==> config.mk <==
export PLATFORM = sky130hd
export DESIGN_NAME = owo_fifo
export DESIGN_NICKNAME = d
export VERILOG_FILES = /design/src/rtl/owo_fifo.sv
export VERILOG_INCLUDE_DIRS = /design/src /design/src/rtl
export SDC_FILE = /design/constraint.sdc
export NUM_CORES = 1
export LEC_CHECK = 0
export BUFFER_PORTS_ARGS = -buffer_cell sky130_fd_sc_hd__clkbuf_2
export CAP_MARGIN = 20
export CORE_MARGIN = 5
export CORE_UTILIZATION = 47
export CTS_CLUSTER_DIAMETER = 50
export DETAILED_ROUTE_END_ITERATION = 12
export PLACE_DENSITY = 0.82
export SLEW_MARGIN = 20
export SYNTH_ARGS = -nofsm -noshare
export SYNTH_HDL_FRONTEND = slang
export SYNTH_SLANG_ARGS = --single-unit
==> constraint.sdc <==
create_clock -name clk -period 3.35 [get_ports clk]
set_input_delay 0.1675 -clock clk [delete_from_list [all_inputs] [get_ports clk]]
set_output_delay 0.1675 -clock clk [all_outputs]
set_load 0.03 [all_outputs]
==> src/rtl/assert_macros.svh <==
// Assertion macros shared by the odometry RTL.
`ifndef ASSERT_MACROS_SVH
`define ASSERT_MACROS_SVH

// Same-cycle implication, checked outside reset.
`define ASSERT_IMPLIES(label, clk, rst, ante, cons) \
  label: assert property (@(posedge clk) disable iff (rst) (ante) |-> (cons)) \
    else $error("assertion failed: same-cycle implication");

// Next-cycle implication, checked outside reset.
`define ASSERT_NEXT(label, clk, rst, ante, cons) \
  label: assert property (@(posedge clk) disable iff (rst) (ante) |=> (cons)) \
    else $error("assertion failed: next-cycle implication");

`endif

==> src/rtl/owo_fifo.sv <==
// Small register queue between the twist stage and the pose stage.
`include "assert_macros.svh"

module owo_fifo #(
  parameter int WIDTH = 64,
  parameter int DEPTH = 2
) (
  input  logic             clk,
  input  logic             rst,
  input  logic             push,
  input  logic [WIDTH-1:0] wr_data,
  output logic             full,
  input  logic             pop,
  output logic [WIDTH-1:0] rd_data,
  output logic             empty
);

  localparam int PW = (DEPTH > 1) ? $clog2(DEPTH) : 1;
  localparam int CW = $clog2(DEPTH + 1);

  logic [WIDTH-1:0] mem [DEPTH];
  logic [PW-1:0]    wr_ptr;
  logic [PW-1:0]    rd_ptr;
  logic [CW-1:0]    count;

  assign full    = (count == CW'(DEPTH));
  assign empty   = (count == '0);
  assign rd_data = mem[rd_ptr];

  // Pointers and fill count.
  always_ff @(posedge clk) begin
    if (rst) begin
      wr_ptr <= '0;
      rd_ptr <= '0;
      count  <= '0;
    end else begin
      if (push) begin
        wr_ptr <= (wr_ptr == PW'(DEPTH - 1)) ? '0 : wr_ptr + 1'b1;
      end
      if (pop) begin
        rd_ptr <= (rd_ptr == PW'(DEPTH - 1)) ? '0 : rd_ptr + 1'b1;
      end
      if (push && !pop) begin
        count <= count + 1'b1;
      end else if (pop && !push) begin
        count <= count - 1'b1;
      end
    end
  end

  // Entry storage.
  always_ff @(posedge clk) begin
    if (push) begin
      mem[wr_ptr] <= wr_data;
    end
  end

  `ASSERT_IMPLIES(a_no_overflow, clk, rst, push, !full)
  `ASSERT_IMPLIES(a_no_underflow, clk, rst, pop, !empty)

endmodule

==> results of run 1 <==
worst paths after layout:
check                                        endpoint  slack, ns
worst max-delay path                      rd_data[34]       0.98
worst min-delay path             mem[0][43]$_DFFE_PP_       0.39
worst max register to register   mem[0][15]$_DFFE_PP_       1.66
worst min register to register  count[1]$_SDFFE_PP0P_       0.51
power groups by stage:
stage | logic, W | registers [W] | clock network [W]
detailed placement | 0.000532 | 0.00202 | 0
CTS | 0.000596 | 0.00198 | 0.00164
global placement | 0.000524 | 0.00201 | 0
global route | 0.000629 | 0.00199 | 0.00173
finish | 0.000593 | 0.00198 | 0.00161
floorplan | 0.000381 | 0.00200 | 0
stage by stage:
step           setup slack, ns  area (µm²)  cells
6_report                 0.983        6850    584
5_1_grt                  0.819        6850    584
4_1_cts                  0.888        6850    584
3_5_place_dp              1.43        5660    485
3_3_place_gp              1.46        5660    485
2_1_floorplan            0.922        4850    221
worst max-delay path, stage by stage (launching register included):
cell and delay (ns):
dfxtp_2 0.81, buf_12 0.31, mux2_2 0.38, clkbuf_2 0.19
synth_stat cells, drive strengths merged:
cell    count  area share
nor2b       1      0.0013
xnor2       2      0.0036
or3         1      0.0013
inv         1     0.00077
buf         7       0.015
nor2        5      0.0039
a21oi       1      0.0010
edfxtp    128        0.79
o21ai       1      0.0010
dfxtp       5       0.021
mux2       64        0.15
and2b       1      0.0018
and2        1      0.0013
ha          1      0.0026
xor2        2      0.0036
kinds of logic after synthesis:
| kind of cell | count (synthesis) | share of synthesized area |
|---|---|---|
| flops | 133 | 0.814 |
| mux | 64 | 0.149 |
| simple gates | 9 | 0.00955 |
| buf+inv | 8 | 0.0163 |
| xor+xnor | 4 | 0.00723 |
| compound gates | 2 | 0.00206 |
| fa+ha+maj | 1 | 0.00258 |
flip-flops by register name (all words and copies together), names as in the netlist, named ones only:
name and cells:
mem 128, count 2, rd_ptr 1, wr_ptr 1
layout make-up:
class,count,area share
inverter,1,0.000548
tap,136,0.0249
timing repair buffer,202,0.201
clock buffer,22,0.0632
clock inverter,10,0.0122
multi-input combinational,80,0.122
sequential,133,0.576
what timing repair did:
action / in CTS / in global routing
gates resized for setup: 0 / 0
hold buffers: 67 / 0
endpoints found under the hold margin: 133 / 0
per-layer routing:
layer	part of all wire	up-vias	GRT usage
met1	0.37	1334	0.163
met4	0.016	0	0.0641
met2	0.56	92	0.302
li1	-	1305	-
met5	0	-	0
met3	0.054	21	0.0576
==> results list, run 1 <==
- Worst Hold Class: in -> reg
- Measured along the x axis, the die boundary spans about 110 µm.
- Post-CTS setup-driven buffer insertion count: 0
- CTS tree: yes
- IO Port Bufs: 133
* Average size of a mapped cell: approximately 22 µm²
- In the routed design, unresolved DRC markers number 0.
- After detailed routing, the average wire length per cell comes to 16.7 µm.
* Number of vias after detailed routing: approximately 2,800
- Initial antenna violation count: 0
* # diodes: 0
- The tree is rooted in a clkbuf_8.
* Setup crit end kind: primary output
- The internal portion of the total power is around 0.0032 W.
- The share of the Yosys chip area taken by registers is 0.814.
* Global-route usage over all layers: 0.162
- After filler insertion, the fill cell instance count of the layout stands at around 700.
- At the end of routability-driven placement, the weighted congestion stood at slightly below 0.7.
* Htree depth: 4
- In this run the power density over the cells is roughly 610 mW/mm².
* Maximum clock rate: around 420 MHz
- Net Switching: between 0.001 and 0.0015 W
- Of the cells placed in the final design, the portion with a size suffix greater than 1 is 0.511.
- In this run the static leakage power is roughly 2.6 nW.
- Combined flip-flop and latch cell area: about 0.0039 mm²
* Portion of total power attributed to combinational logic: 0.142
- Fraction of power spent switching nets: 0.245
* Total length of routed wires: 9760 µm
- Most frequent cells in the layout: clkbuf_2, edfxtp_1, dlygate4sd3_1
- Synth Warn #: 0
- Final hold violation count: 0
- The startpoint identified for the worst register-to-register timing path is wr_ptr$_SDFFE_PP0P_.
* Clock Skews: 0.00958 ns
* Most common cell after layout, fill and taps aside: clkbuf_2
- Flip-flop and latch count after synthesis: roughly 130
- During I/O placement, the number of pins put on the boundary was 134.
- The HPWL after detailed placement is 5660 µm.
* Portion of total power attributed to the clock network: 0.384
- Origin of the worst min-delay path: wr_data[43]
- Setup violations remaining at the end of the flow were counted as 0.
* Num rows: 37
- Layout net count: slightly above 500
* Multi-input gate area: around 830 µm²
- Initial DRC Count: 133
* Portion of the clock cycle consumed by the worst path in the final layout: 0.706
- Max-slew violation total from the final report: 0
* Total chip power: 0.00418 W
- Inserted Clock Buffers: 17
- Setup repair after global routing missed its margin: false
- Pin count of the biggest net entering global routing: 65
* Height of the chip: roughly 110 µm
- Arrival time reported for the critical path endpoint: 2.20 ns
* Post-layout minimum cycle time: between 2 and 2.5 ns
- Gate count of the mapped netlist: around 220
* Actual transition at the worst max-transition pin: roughly 0.88 ns
* Depth of the worst register-to-register path: 2
* Sequential fraction of design power: 0.474
- Using the TritonRoute via totals, the vias-per-cell ratio works out to around 4.7.
* Result of the run: finished, final reports clean
- Final hold slack: ~0.39 ns
* Global-route wire length before repair: between 15,000 and 20,000 µm
* Starting density of the core: 0.476
- In this run the tightest slew margin relative to its limit is 0.415.
- Highest fanout seen on the critical path: 34
- The clock net in this run drives a total of approximately 130 sinks.
- STA classifies the critical path startpoint as a flip-flop.
- Core ar.: a little over 0.01 mm²
* Post-synthesis instance area: around 0.0048 mm²
- Clock-pin slew was measured on the worst setup and hold paths at approximately 0.05 ns.
- WP data required: around 3.2 ns
- In this run the deepest clock path goes through 2 buffers.
* Drt pass-1 iters: 4
- The number of nets in the synthesized netlist is between 200 and 300.
- The die covers between 0.01 and 0.015 mm².
- GRT overflow: 0
* Setup CP Type: reg -> out
* Maximum VDD drop: ~0.48 mV
* Area growth from synthesis to final layout: 41.2%
- Clk Latency, worst-skew pair: roughly 0.50 ns
- The count of nets left with antenna violations once routing finished came out at 0.
- Vias in the first global route: ~3,100
* Max Cap Violations: 0
* Min-Delay Path Depth: 2
- Synthesis instantiated 16 different standard cells from the library.
- Once layout is complete, the utilization of the core stands at 0.672.
- Summed over all failing endpoints, the final setup total negative slack is 0 ns.
(Power assumes the default switching activity.)
==> run 2, diff against run 1 <==
Clock period 3.35 ns to 1.95 ns, I/O delays scaled along.
==> results list, run 2 (synthesis results as in run 1) <==
* Pwr/cell area: approximately 1000 mW/mm²
- Max-cap violations in this run came to 0.
- Clock-pin transition on the worst setup and hold timing paths: roughly 0.060 ns
* WP data required: about 1.9 ns
- # diodes: 0
- Result of the run: finished, final reports clean
- Clock root buffer: clkbuf_8
- Cell area after layout: around 0.0069 mm²
- Register containing the most flip-flops in the final layout: mem
- Setup_tns: 0 ns
- The min-delay analysis places its worst path in the category in -> reg.
- Maximum clock rate: about 540 MHz
- Slowest CP cell: mux2_2
- Family with the most delay on the worst path: buffers and inverters
* HPWL after detailed placement: roughly 5600 µm
* Portion of the clock cycle consumed by the worst path in the final layout: 0.942
- The number of max-slew violations in the final report was 0.
- The routed design could run at a clock period as short as roughly 1.8 ns.
- Registers with the highest flip-flop counts: mem x128, count x2
* Setup crit end kind: primary output
- Together, buffers and inverters on the worst path number 2.
- Detailed-route DRC error count: 0
- Fill cells in the final layout number 697.
- Clock Skews: between 0.005 and 0.006 ns
- Setup violations remaining at the end of the flow were counted as 0.
- Total chip power: 0.00719 W
* Area growth from synthesis to final layout: 41.8%
- Traced cell by cell, the critical path runs through buf_6 -> mux2_2 -> clkbuf_2.
- Vias per Instance: between 4 and 5
- The die is between 100 and 150 µm tall.
- Across all hold checks on the routed design, the worst slack comes to roughly 0.11 ns.
- GRT overflow: 0
- Worst slew slack as a fraction of its limit: 0.703
- The number of global-route vias before repair came to approximately 3,000.
- Htree depth: 4
- Global-route usage over all layers: 0.156
- In this run, CTS created clock tree buffers numbering 17.
- The worst-case IR drop observed on VDD is roughly 0.66 mV.
* Core ar.: 0.0102 mm²
- In this run the worst path has a maximum fanout of 34.
* Most frequent cells in the layout: clkbuf_2, edfxtp_1, dlygate4sd3_1
- The clock passes through at most 2 buffers.
* Routability cong.: 0.696
- In this run, the number of DRC markers left after iteration 0 of detailed routing was between 100 and 150.
- The first detailed-routing pass ran for 4 iterations.
* Actual transition at the worst max-transition pin: about 0.45 ns
- Counting every sink on the clock net gives between 100 and 150.
- The die covers roughly 0.012 mm².
- Top-level I/O count: 134
- Delay of the slowest critical-path stage: ~0.41 ns
- The routed layout has between 2,000 and 3,000 vias.
* Die width: between 100 and 150 µm
- IO Port Bufs: between 100 and 150
- Initial antenna violation count: 0
- The critical path in this run is classified as reg -> out.
* WL per Instance: roughly 16 µm
- Leakage power total: about 2.7 nW
* Setup repair after global routing missed its margin: false
* Most common cell after layout, fill and taps aside: clkbuf_2
* Num rows: 37
- Share of post-route cells with drive strength above 1: 0.520
- Final standard cell utilization of the core: 0.675
* Post-CTS setup-driven buffer insertion count: 0
- Global-route wire length before repair: ~15,000 µm
- Starting density of the core: 0.476
* CTS tree: yes
- Entering global routing, the biggest net connects 35 pins.
* Final hold violation count: 0
- Crit path launch type: flip-flop
- Layout net count: 508
- Remaining number of nets flagged by the antenna check after routing: 0
* Placed Instance Area: between 0.005 and 0.006 mm²
- Arrival time reported for the critical path endpoint: between 1.5 and 2 ns
- The clock reaches the later pin of the worst-skew pair after 0.49 ns.
- Summed over all layers, the routed wires come to 9300 µm.
* Number of flip-flops in the largest register: roughly 130
run 2: cell count changes in the layout (fill, tap and decap cells not counted), sizes merged:
| cell | delta |
|---|---|
| buf | +4 |
| clkinv | +3 |
| clkbuf | -4 |
| inv | +1 |
run 2: routing by layer:
metal	share of wire	up-vias	global-route usage	routed length, µm
met3	0.063	11	0.0603	585
met5	0	-	0	0
li1	-	1314	-	-
met2	0.54	91	0.275	5020
met1	0.39	1320	0.173	3620
met4	0.0091	0	0.0568	85
run 2: area by class of cell:
cell class | instances | area [µm²] | area share
multi-input cells | 80 | 833 | 0.121
clock inverters | 14 | 113 | 0.0164
flip-flops and latches | 133 | 3950 | 0.574
inverters | 1 | 3.75 | 0.000546
well taps | 136 | 170 | 0.0248
clock buffers | 18 | 418 | 0.0608
repair buffers | 206 | 1390 | 0.202
run 2: metrics by stage:
| step | setup slack [ns] | instances |
|---|---|---|
| 2_1_floorplan | 0.234 | 221 |
| 3_3_place_gp | 0.565 | 489 |
| 3_5_place_dp | 0.539 | 489 |
| 4_1_cts | 0.0183 | 588 |
| 5_1_grt | 0.0236 | 588 |
| 6_report | 0.114 | 588 |
run 2: worst reg2reg max path, cell delays in order, from the launching register on:
cell     delay (ns)
dfxtp_1        0.40
and2_2         0.18
buf_4          0.38
run 2: path summary, 6_finish.rpt:
kind / slack (ns) / end / startpoint / depth (start not counted)
worst min-delay path: 0.11 / count[0]$_SDFFE_PP0P_ / push / 4
worst max-delay path: 0.11 / rd_data[49] / flip-flop / 3
worst max register to register: 0.62 / mem[1][4]$_DFFE_PP_ / wr_ptr$_SDFFE_PP0P_ / 2
worst min register to register: 0.52 / count[1]$_SDFFE_PP0P_ / count[1]$_SDFFE_PP0P_ / 2
run 2: what timing repair did:
| action | CTS | global route |
|---|---|---|
| hold buffers | 67 | 0 |
| pin swaps | 0 | 0 |
| resized for setup | 1 | 1 |
| hold endpoints to repair | 133 | 0 |
| endpoints found under the setup margin | 1 | 27 |
run 2: power breakdown:
group	switching (W)	internal, W	leakage, nW
Sequential	0.0000456	0.00333	1.24
Combinational	0.000625	0.000412	1.16
Clock	0.00111	0.00167	0.249
Total	0.00178	0.00542	2.66
