--- config.mk ---
export PLATFORM = sky130hd
export DESIGN_NAME = owo_front
export DESIGN_NICKNAME = d
export VERILOG_FILES = /design/src/rtl/owo_pkg.sv /design/src/rtl/owo_front.sv
export VERILOG_INCLUDE_DIRS = /design/src /design/src/rtl
export SDC_FILE = /design/constraint.sdc
export NUM_CORES = 2
export LEC_CHECK = 0
export BUFFER_PORTS_ARGS = -buffer_cell sky130_fd_sc_hd__buf_2
export CAP_MARGIN = 25
export CORE_MARGIN = 3
export CORE_UTILIZATION = 55
export CTS_CLUSTER_DIAMETER = 120
export CTS_CLUSTER_SIZE = 25
export DETAILED_ROUTE_END_ITERATION = 6
export PLACE_DENSITY = 0.82
export SLEW_MARGIN = 10
export SYNTH_ARGS = -nofsm -noshare
export SYNTH_HDL_FRONTEND = slang
export SYNTH_SLANG_ARGS = --single-unit
--- constraint.sdc ---
create_clock -name clk -period 12.2 [get_ports clk]
set_input_delay 0.61 -clock clk [delete_from_list [all_inputs] [get_ports clk]]
set_output_delay 0.61 -clock clk [all_outputs]
set_load 0.02 [all_outputs]
--- src/rtl/assert_macros.svh ---
// Assertion macros shared by the odometry RTL.
`ifndef ASSERT_MACROS_SVH
`define ASSERT_MACROS_SVH

// Same-cycle implication, checked outside reset.
`define ASSERT_IMPLIES(label, clk, rst, ante, cons) \
  label: assert property (@(posedge clk) disable iff (rst) (ante) |-> (cons)) \
    else $error("assertion failed: same-cycle implication");

// Next-cycle implication, checked outside reset.
`define ASSERT_NEXT(label, clk, rst, ante, cons) \
  label: assert property (@(posedge clk) disable iff (rst) (ante) |=> (cons)) \
    else $error("assertion failed: next-cycle implication");

`endif

--- src/rtl/owo_pkg.sv ---
// Types, constants and helper functions for the omni wheel odometry block.
package owo_pkg;

  // Configuration register indexes.
  localparam logic [1:0] REG_HALF_RADIUS = 2'd0;
  localparam logic [1:0] REG_YAW_GAIN    = 2'd1;
  localparam logic [1:0] REG_MOUNT_COS   = 2'd2;
  localparam logic [1:0] REG_MOUNT_SIN   = 2'd3;

  // Configuration reset values.
  localparam logic [15:0] HALF_RADIUS_RST = 16'd3277;
  localparam logic [15:0] YAW_GAIN_RST    = 16'd4096;
  localparam logic [15:0] MOUNT_COS_RST   = 16'd11585;
  localparam logic [15:0] MOUNT_SIN_RST   = 16'hD2BF;

  // Depth of the queue between the twist stage and the pose stage.
  localparam int QUEUE_DEPTH = 2;

  // Longest arctangent table available to the rotator.
  localparam int ATAN_LEN = 24;

  // Reciprocal CORDIC gain, signed Q1.16.
  localparam logic signed [17:0] INV_GAIN = 18'sd39797;

  // Binary-angle turns per radian, 2^32 / (2 pi).
  localparam logic signed [31:0] TURN_PER_RAD = 32'sd683565276;

  // One twist transaction handed from the front stage to the back stage.
  typedef struct packed {
    logic signed [15:0] vx;
    logic signed [15:0] vy;
    logic signed [15:0] wz;
    logic [15:0]        dt;
  } owo_item_t;

  // Arctangent of 2^-i as a 32-bit binary angle.
  function automatic logic [31:0] atan_entry(input logic [4:0] idx);
    logic [31:0] val;
    case (idx)
      5'd0:    val = 32'h20000000;
      5'd1:    val = 32'h12E4051E;
      5'd2:    val = 32'h09FB385B;
      5'd3:    val = 32'h051111D4;
      5'd4:    val = 32'h028B0D43;
      5'd5:    val = 32'h0145D7E1;
      5'd6:    val = 32'h00A2F61E;
      5'd7:    val = 32'h00517C55;
      5'd8:    val = 32'h0028BE53;
      5'd9:    val = 32'h00145F2F;
      5'd10:   val = 32'h000A2F98;
      5'd11:   val = 32'h000517CC;
      5'd12:   val = 32'h00028BE6;
      5'd13:   val = 32'h000145F3;
      5'd14:   val = 32'h0000A2F9;
      5'd15:   val = 32'h0000517C;
      5'd16:   val = 32'h000028BE;
      5'd17:   val = 32'h0000145F;
      5'd18:   val = 32'h00000A2F;
      5'd19:   val = 32'h00000517;
      5'd20:   val = 32'h0000028B;
      5'd21:   val = 32'h00000145;
      5'd22:   val = 32'h000000A2;
      5'd23:   val = 32'h00000051;
      default: val = 32'h00000000;
    endcase
    return val;
  endfunction

  // Saturate a wide signed value to 16 bits.
  function automatic logic signed [15:0] sat16(input logic signed [63:0] val);
    logic signed [15:0] res;
    if (val > 64'sd32767) begin
      res = 16'sh7FFF;
    end else if (val < -64'sd32768) begin
      res = 16'sh8000;
    end else begin
      res = val[15:0];
    end
    return res;
  endfunction

  // Saturate a 33-bit signed sum to 32 bits.
  function automatic logic signed [31:0] sat32(input logic signed [32:0] val);
    logic signed [31:0] res;
    if (val[32] != val[31]) begin
      res = val[32] ? 32'sh80000000 : 32'sh7FFFFFFF;
    end else begin
      res = val[31:0];
    end
    return res;
  endfunction

endpackage

--- src/rtl/owo_front.sv ---
// Front stage: configuration registers and body twist from the wheel speeds.
`include "assert_macros.svh"

module owo_front (
  input  logic                clk,
  input  logic                rst,
  input  logic                cfg_valid,
  output logic                cfg_ready,
  input  logic [1:0]          cfg_index,
  input  logic [15:0]         cfg_data,
  input  logic                in_valid,
  output logic                in_ready,
  input  logic signed [15:0]  front_left_speed,
  input  logic signed [15:0]  rear_left_speed,
  input  logic signed [15:0]  rear_right_speed,
  input  logic signed [15:0]  front_right_speed,
  input  logic [15:0]         step_time,
  output logic                push,
  output owo_pkg::owo_item_t  item,
  input  logic                full
);

  typedef enum logic [1:0] {F_IDLE, F_MUL, F_PUSH} fstate_t;

  fstate_t            state;
  logic [2:0]         step;
  logic [15:0]        half_radius;
  logic [15:0]        yaw_gain;
  logic signed [15:0] mount_cos;
  logic signed [15:0] mount_sin;
  logic signed [16:0] sum_13;
  logic signed [16:0] sum_24;
  logic signed [17:0] yaw_sum;
  logic [15:0]        dt;
  logic signed [33:0] u;
  logic signed [33:0] v;
  logic signed [51:0] acc_x;
  logic signed [51:0] acc_y;
  logic signed [34:0] acc_w;

  logic signed [16:0] mul_a;
  logic signed [34:0] mul_b;
  logic signed [51:0] prod;
  logic signed [51:0] rnd_x;
  logic signed [51:0] rnd_y;
  logic signed [34:0] rnd_w;

  assign cfg_ready = 1'b1;
  assign in_ready  = (state == F_IDLE);
  assign push      = (state == F_PUSH) && !full;

  // Shared multiplier: one product per step of the twist sequence.
  always_comb begin
    case (step)
      3'd0: begin
        mul_a = $signed({1'b0, half_radius});
        mul_b = 35'(sum_13);
      end
      3'd1: begin
        mul_a = $signed({1'b0, half_radius});
        mul_b = 35'(sum_24);
      end
      3'd2: begin
        mul_a = 17'(mount_cos);
        mul_b = 35'(u);
      end
      3'd3: begin
        mul_a = 17'(mount_sin);
        mul_b = 35'(v);
      end
      3'd4: begin
        mul_a = 17'(mount_sin);
        mul_b = 35'(u);
      end
      3'd5: begin
        mul_a = 17'(mount_cos);
        mul_b = 35'(v);
      end
      3'd6: begin
        mul_a = $signed({1'b0, yaw_gain});
        mul_b = 35'(yaw_sum);
      end
      default: begin
        mul_a = '0;
        mul_b = '0;
      end
    endcase
    prod = mul_a * mul_b;
  end

  // Round half up and saturate the twist for the queue.
  always_comb begin
    rnd_x   = (acc_x + (52'sd1 <<< 29)) >>> 30;
    rnd_y   = (acc_y + (52'sd1 <<< 29)) >>> 30;
    rnd_w   = (acc_w + (35'sd1 <<< 13)) >>> 14;
    item.vx = owo_pkg::sat16(64'(rnd_x));
    item.vy = owo_pkg::sat16(64'(rnd_y));
    item.wz = owo_pkg::sat16(64'(rnd_w));
    item.dt = dt;
  end

  // Configuration writes.
  always_ff @(posedge clk) begin
    if (rst) begin
      half_radius <= owo_pkg::HALF_RADIUS_RST;
      yaw_gain    <= owo_pkg::YAW_GAIN_RST;
      mount_cos   <= owo_pkg::MOUNT_COS_RST;
      mount_sin   <= owo_pkg::MOUNT_SIN_RST;
    end else if (cfg_valid && cfg_ready) begin
      case (cfg_index)
        owo_pkg::REG_HALF_RADIUS: half_radius <= cfg_data;
        owo_pkg::REG_YAW_GAIN:    yaw_gain    <= cfg_data;
        owo_pkg::REG_MOUNT_COS:   mount_cos   <= cfg_data;
        owo_pkg::REG_MOUNT_SIN:   mount_sin   <= cfg_data;
        default: ;
      endcase
    end
  end

  // Sequencer for the twist products.
  always_ff @(posedge clk) begin
    if (rst) begin
      state <= F_IDLE;
      step  <= '0;
    end else begin
      case (state)
        F_IDLE: begin
          if (in_valid) begin
            state <= F_MUL;
            step  <= '0;
          end
        end
        F_MUL: begin
          step <= step + 1'b1;
          if (step == 3'd6) begin
            state <= F_PUSH;
          end
        end
        F_PUSH: begin
          if (!full) begin
            state <= F_IDLE;
          end
        end
        default: state <= F_IDLE;
      endcase
    end
  end

  // Operand and accumulator registers.
  always_ff @(posedge clk) begin
    if (state == F_IDLE && in_valid) begin
      sum_13  <= 17'(front_left_speed) + 17'(rear_right_speed);
      sum_24  <= 17'(rear_left_speed) + 17'(front_right_speed);
      yaw_sum <= 18'(rear_right_speed) + 18'(front_right_speed)
               - 18'(front_left_speed) - 18'(rear_left_speed);
      dt      <= step_time;
    end
    if (state == F_MUL) begin
      case (step)
        3'd0:    u     <= prod[33:0];
        3'd1:    v     <= prod[33:0];
        3'd2:    acc_x <= prod;
        3'd3:    acc_x <= acc_x - prod;
        3'd4:    acc_y <= prod;
        3'd5:    acc_y <= acc_y + prod;
        3'd6:    acc_w <= prod[34:0];
        default: ;
      endcase
    end
  end

  `ASSERT_NEXT(a_busy_after_accept, clk, rst, in_valid && in_ready, !in_ready)
  `ASSERT_IMPLIES(a_push_after_products, clk, rst, push, step == 3'd7)

endmodule

==> results by stage <==
Routing:
- The detailed-route vias per instance is 5.95.
- In this run, the number of DRC markers left after iteration 0 of detailed routing was 3,661.
- The via count is 33,716.
- The first detailed-routing pass ran for 7 iterations.
- After detailed routing, the number of remaining DRC violations is 1.
- After detailed routing, the total wire length is 113 mm.
- After detailed routing, the average wire length per cell comes to 20.0 microns.
- In the detailed route, the total length drawn on met2 is 51.2 mm.
- The count of antenna-violating nets left after detailed routing is 0.
- The routed length on met1 is 45.1 mm.
- The sum of met3 wire segment lengths after detailed routing is 12.8 mm.
- The uppermost signal routing layer after detailed routing is met4.

Synth:
- The mean area per synthesized cell is 9.08 sq um.
- Yosys printed 0 warnings.
- Sequential elements use 22.3% of the synthesized area.
- The netlist uses 79 different library cells.
- The cell count after synthesis is 4,573.
- The share of flip-flops with an asynchronous set or reset after synthesis is 0%.
- The total of flip-flops plus latches after synthesis is 331.
- The number of enable-type register cells in the synthesized netlist is 262.
- The netlist area before placement is 41,500 sq um.
- For this run, the leading register cell type out of synthesis is sky130_fd_sc_hd__edfxtp_1.
- The net count after synthesis is 5,543.

Clock network:
- The number of buffers inserted to repair setup after CTS is 0.
- The number of buffers inserted for hold repair after clock tree synthesis is 0.
- The cell at the root of the clock tree is sky130_fd_sc_hd__clkbuf_16.
- The clock latency of the later-clocked register in the worst-skew pair is 0.57 ns.
- The maximum buffer depth of the clock tree is 3.
- For this design, the sink count on the clock tree is 331.
- Counting the buffers created by CTS gives 17.
- TritonCTS built the clock tree.
- Clock-pin slew was measured on the worst setup and hold paths at 0.11 ns.
- In this run the number of H-tree levels came out at 1.

Worst setup path:
- Data on the critical path is required at its endpoint by 12.51 ns.
- For this design, the slowest cell found on the critical path is sky130_fd_sc_hd__fa_1.
- The type of element capturing the critical path is a flip-flop.
- The longest individual stage delay on the worst path is 0.56 ns.
- At the worst endpoint, the arrival time is 12.09 ns.
- The kind of critical path is reg2reg.
- STA classifies the critical path startpoint as a flip-flop.
- The most numerous cell type found on the critical path is sky130_fd_sc_hd__fa_1.
- In this run the worst path has a maximum fanout of 20.

Layout:
- The total of fill cells in the finished design is 6,244.
- The final design utilization is 59.6%.
- The multi-input gate area in the final layout is 29,300 sq um.
- The sequential cell area is 9250 sq um.
- Cells with a size suffix above 1 make up 7.90% of the layout.
- The library cells used most frequently in the layout, excluding fill and tap cells, are 674 x sky130_fd_sc_hd__inv_1, 628 x sky130_fd_sc_hd__nand2_1, 594 x sky130_fd_sc_hd__fa_1.
- The signed area change from the synthesized netlist to the final layout is 6.97%.
- The commonest non-fill, non-tap cell in the layout is sky130_fd_sc_hd__inv_1.
- The final layout net count is 5,656.

STA:
- The hold violation count in the final report came to 0.
- The final count of pins violating max slew was 0.
- Setup violations remaining at the end of the flow were counted as 0.
- For the finished layout, the period the worst path requires is 11.78 ns.
- At the pin with the least slew margin, the transition time is 1.02 ns.
- The final critical path takes up 96.6% of the cycle.
- The headroom to the max-slew limit is 31.8%.
- The setup skew after layout is 0.0309 ns.
- Timing would allow up to 84.9 MHz.

Floorplanning:
- Measured along the x axis, the die boundary spans 281 microns.
- The placeable core region is 74,600 sq um.
- For this configuration, the core starts out at a cell density of 55.7%.
- The number of placed I/O pins is 170.
- The floorplan step defined a die boundary enclosing 78,800 sq um.
- The floorplan step set the die height to 281 microns.
- The floorplan has 100 rows.

GRT:
- The via count of the first global-routing pass is 34,173.
- The all-layer global routing usage is 28.9%.
- The initial antenna violation count came to 1.
- Entering global routing, the biggest net connects 56 pins.
- The global-route wire length before repair is 182 mm.
- Summed over all layers, the global routing overflow is 0.

Job:
- The reported max-cap violation count is 0.

Placed design:
- The half-perimeter wire length after placement is 91.9 mm.
- During placement, the flow inserted port buffers numbering 168.
- The final weighted congestion in routability-driven placement is 1.07.

Worst hold path:
- The path class of the tightest hold or removal check is in2reg.

Status:
- The run finished, with violations left.
- The checks that failed: design-rule violations.
-- worst paths after layout --
check / depth (start not counted) / end / slack (ns) / from
worst max register to register: 38 / acc_x[51]$_DFFE_PP_ / 0.42 / step[0]$_SDFFE_PP0P_
worst min-delay path: 1 / dt[3]$_DFFE_PP_ / 0.22 / step_time[3]
worst min register to register: 2 / yaw_gain[8]$_SDFFE_PP0P_ / 0.46 / yaw_gain[8]$_SDFFE_PP0P_
worst max-delay path: 38 / acc_x[51]$_DFFE_PP_ / 0.42 / step[0]$_SDFFE_PP0P_
-- routing by layer --
| metal | vias to the layer above | track usage [%] |
|---|---|---|
| met4 | 0 | 9.04 |
| met3 | 258 | 6.96 |
| met2 | 1795 | 45.9 |
| met1 | 16463 | 39.5 |
| met5 | - | 0 |
| li1 | 15200 | - |
-- through the flow --
step / cells / setup TNS, ns / worst slack (ns) / area [sq um] / hold WS (ns)
after floorplan: 4573 / 0 / 1.13 / 41500 / 0.436
after global placement: 5631 / 0 / 0.575 / 43700 / 0.442
after detailed placement: 5632 / 0 / 0.210 / 43700 / 0.447
after CTS: 5661 / 0 / 0.174 / 44200 / 0.199
after global routing: 5665 / -0.0215 / -0.0215 / 44400 / 0.198
final: 5666 / 0 / 0.420 / 44400 / 0.221
-- synth_stat cells, drive strengths merged, types with 13 or more instances --
cell | n | share of area (%)
a21o | 97 | 1.8
fa | 594 | 29
nor2b | 31 | 0.47
and2 | 26 | 0.39
xnor2 | 150 | 3.2
a31oi | 25 | 0.38
inv | 674 | 6.1
o211ai | 14 | 0.25
a22oi | 43 | 0.78
nor3 | 24 | 0.29
and4 | 20 | 0.43
dfxtp | 69 | 3.3
nand3b | 30 | 0.54
nand2b | 36 | 0.54
o21a | 17 | 0.31
and3 | 27 | 0.41
a221o | 18 | 0.43
a31o | 13 | 0.27
o21bai | 28 | 0.51
buf | 26 | 0.25
clkbuf | 151 | 1.4
nand4 | 47 | 0.71
o21ai | 245 | 3.0
a21oi | 217 | 2.6
ha | 273 | 8.2
nor2 | 470 | 4.2
nand3 | 62 | 0.75
nand2 | 633 | 5.7
a221oi | 24 | 0.51
a21boi | 17 | 0.31
xor2 | 74 | 1.6
edfxtp | 262 | 19
-- registers in the layout, indices dropped and copies added, names as in the netlist, 3 cells and up --
signal and cells:
acc_x 52, acc_y 52, u 34, v 34, acc_w 22, yaw_sum 18
sum_13 17, sum_24 17, dt 16, half_radius 16, mount_cos 16, mount_sin 16
yaw_gain 16, step 3
-- final cells by class --
| type | instances | area share [%] |
|---|---|---|
| inverter | 676 | 5.71 |
| clock inverter | 2 | 0.0648 |
| timing repair buffer | 268 | 3.63 |
| clock buffer | 27 | 1.04 |
| tap | 969 | 2.73 |
| sequential | 331 | 20.8 |
| antenna | 1 | 0.00563 |
| multi-input combinational | 3392 | 66.0 |
-- timing repair --
action / CTS / global route
hold endpoints to repair: 0 / 0
resized for setup: 0 / 34
endpoints found under the setup margin: 0 / 11
-- critical path, delay by kind of cell, from the launching register on --
family,cells,cell delay (ns)
flops,1,0.45
mux,1,0.26
xor+xnor,2,0.51
buf+inv,6,0.93
simple gates,7,1.46
compound gates,12,3.34
fa+ha+maj,10,4.54
-- cells by family (layout without fill, tap and decap cells) --
family | Yosys count | after routing | share of synthesized area [%]
compound gates | 827 | 830 | 12.6
xor+xnor | 226 | 226 | 4.83
fa+ha+maj | 878 | 878 | 37.1
buf+inv | 853 | 973 | 7.73
flops | 331 | 331 | 22.3
mux | 8 | 8 | 0.193
other cells | 1 | 2 | 0.00903
simple gates | 1449 | 1449 | 15.2
Power is left out: the tool's default activity adds up to more than one toggle a clock period on the data nets, which glitch-free logic cannot reach.
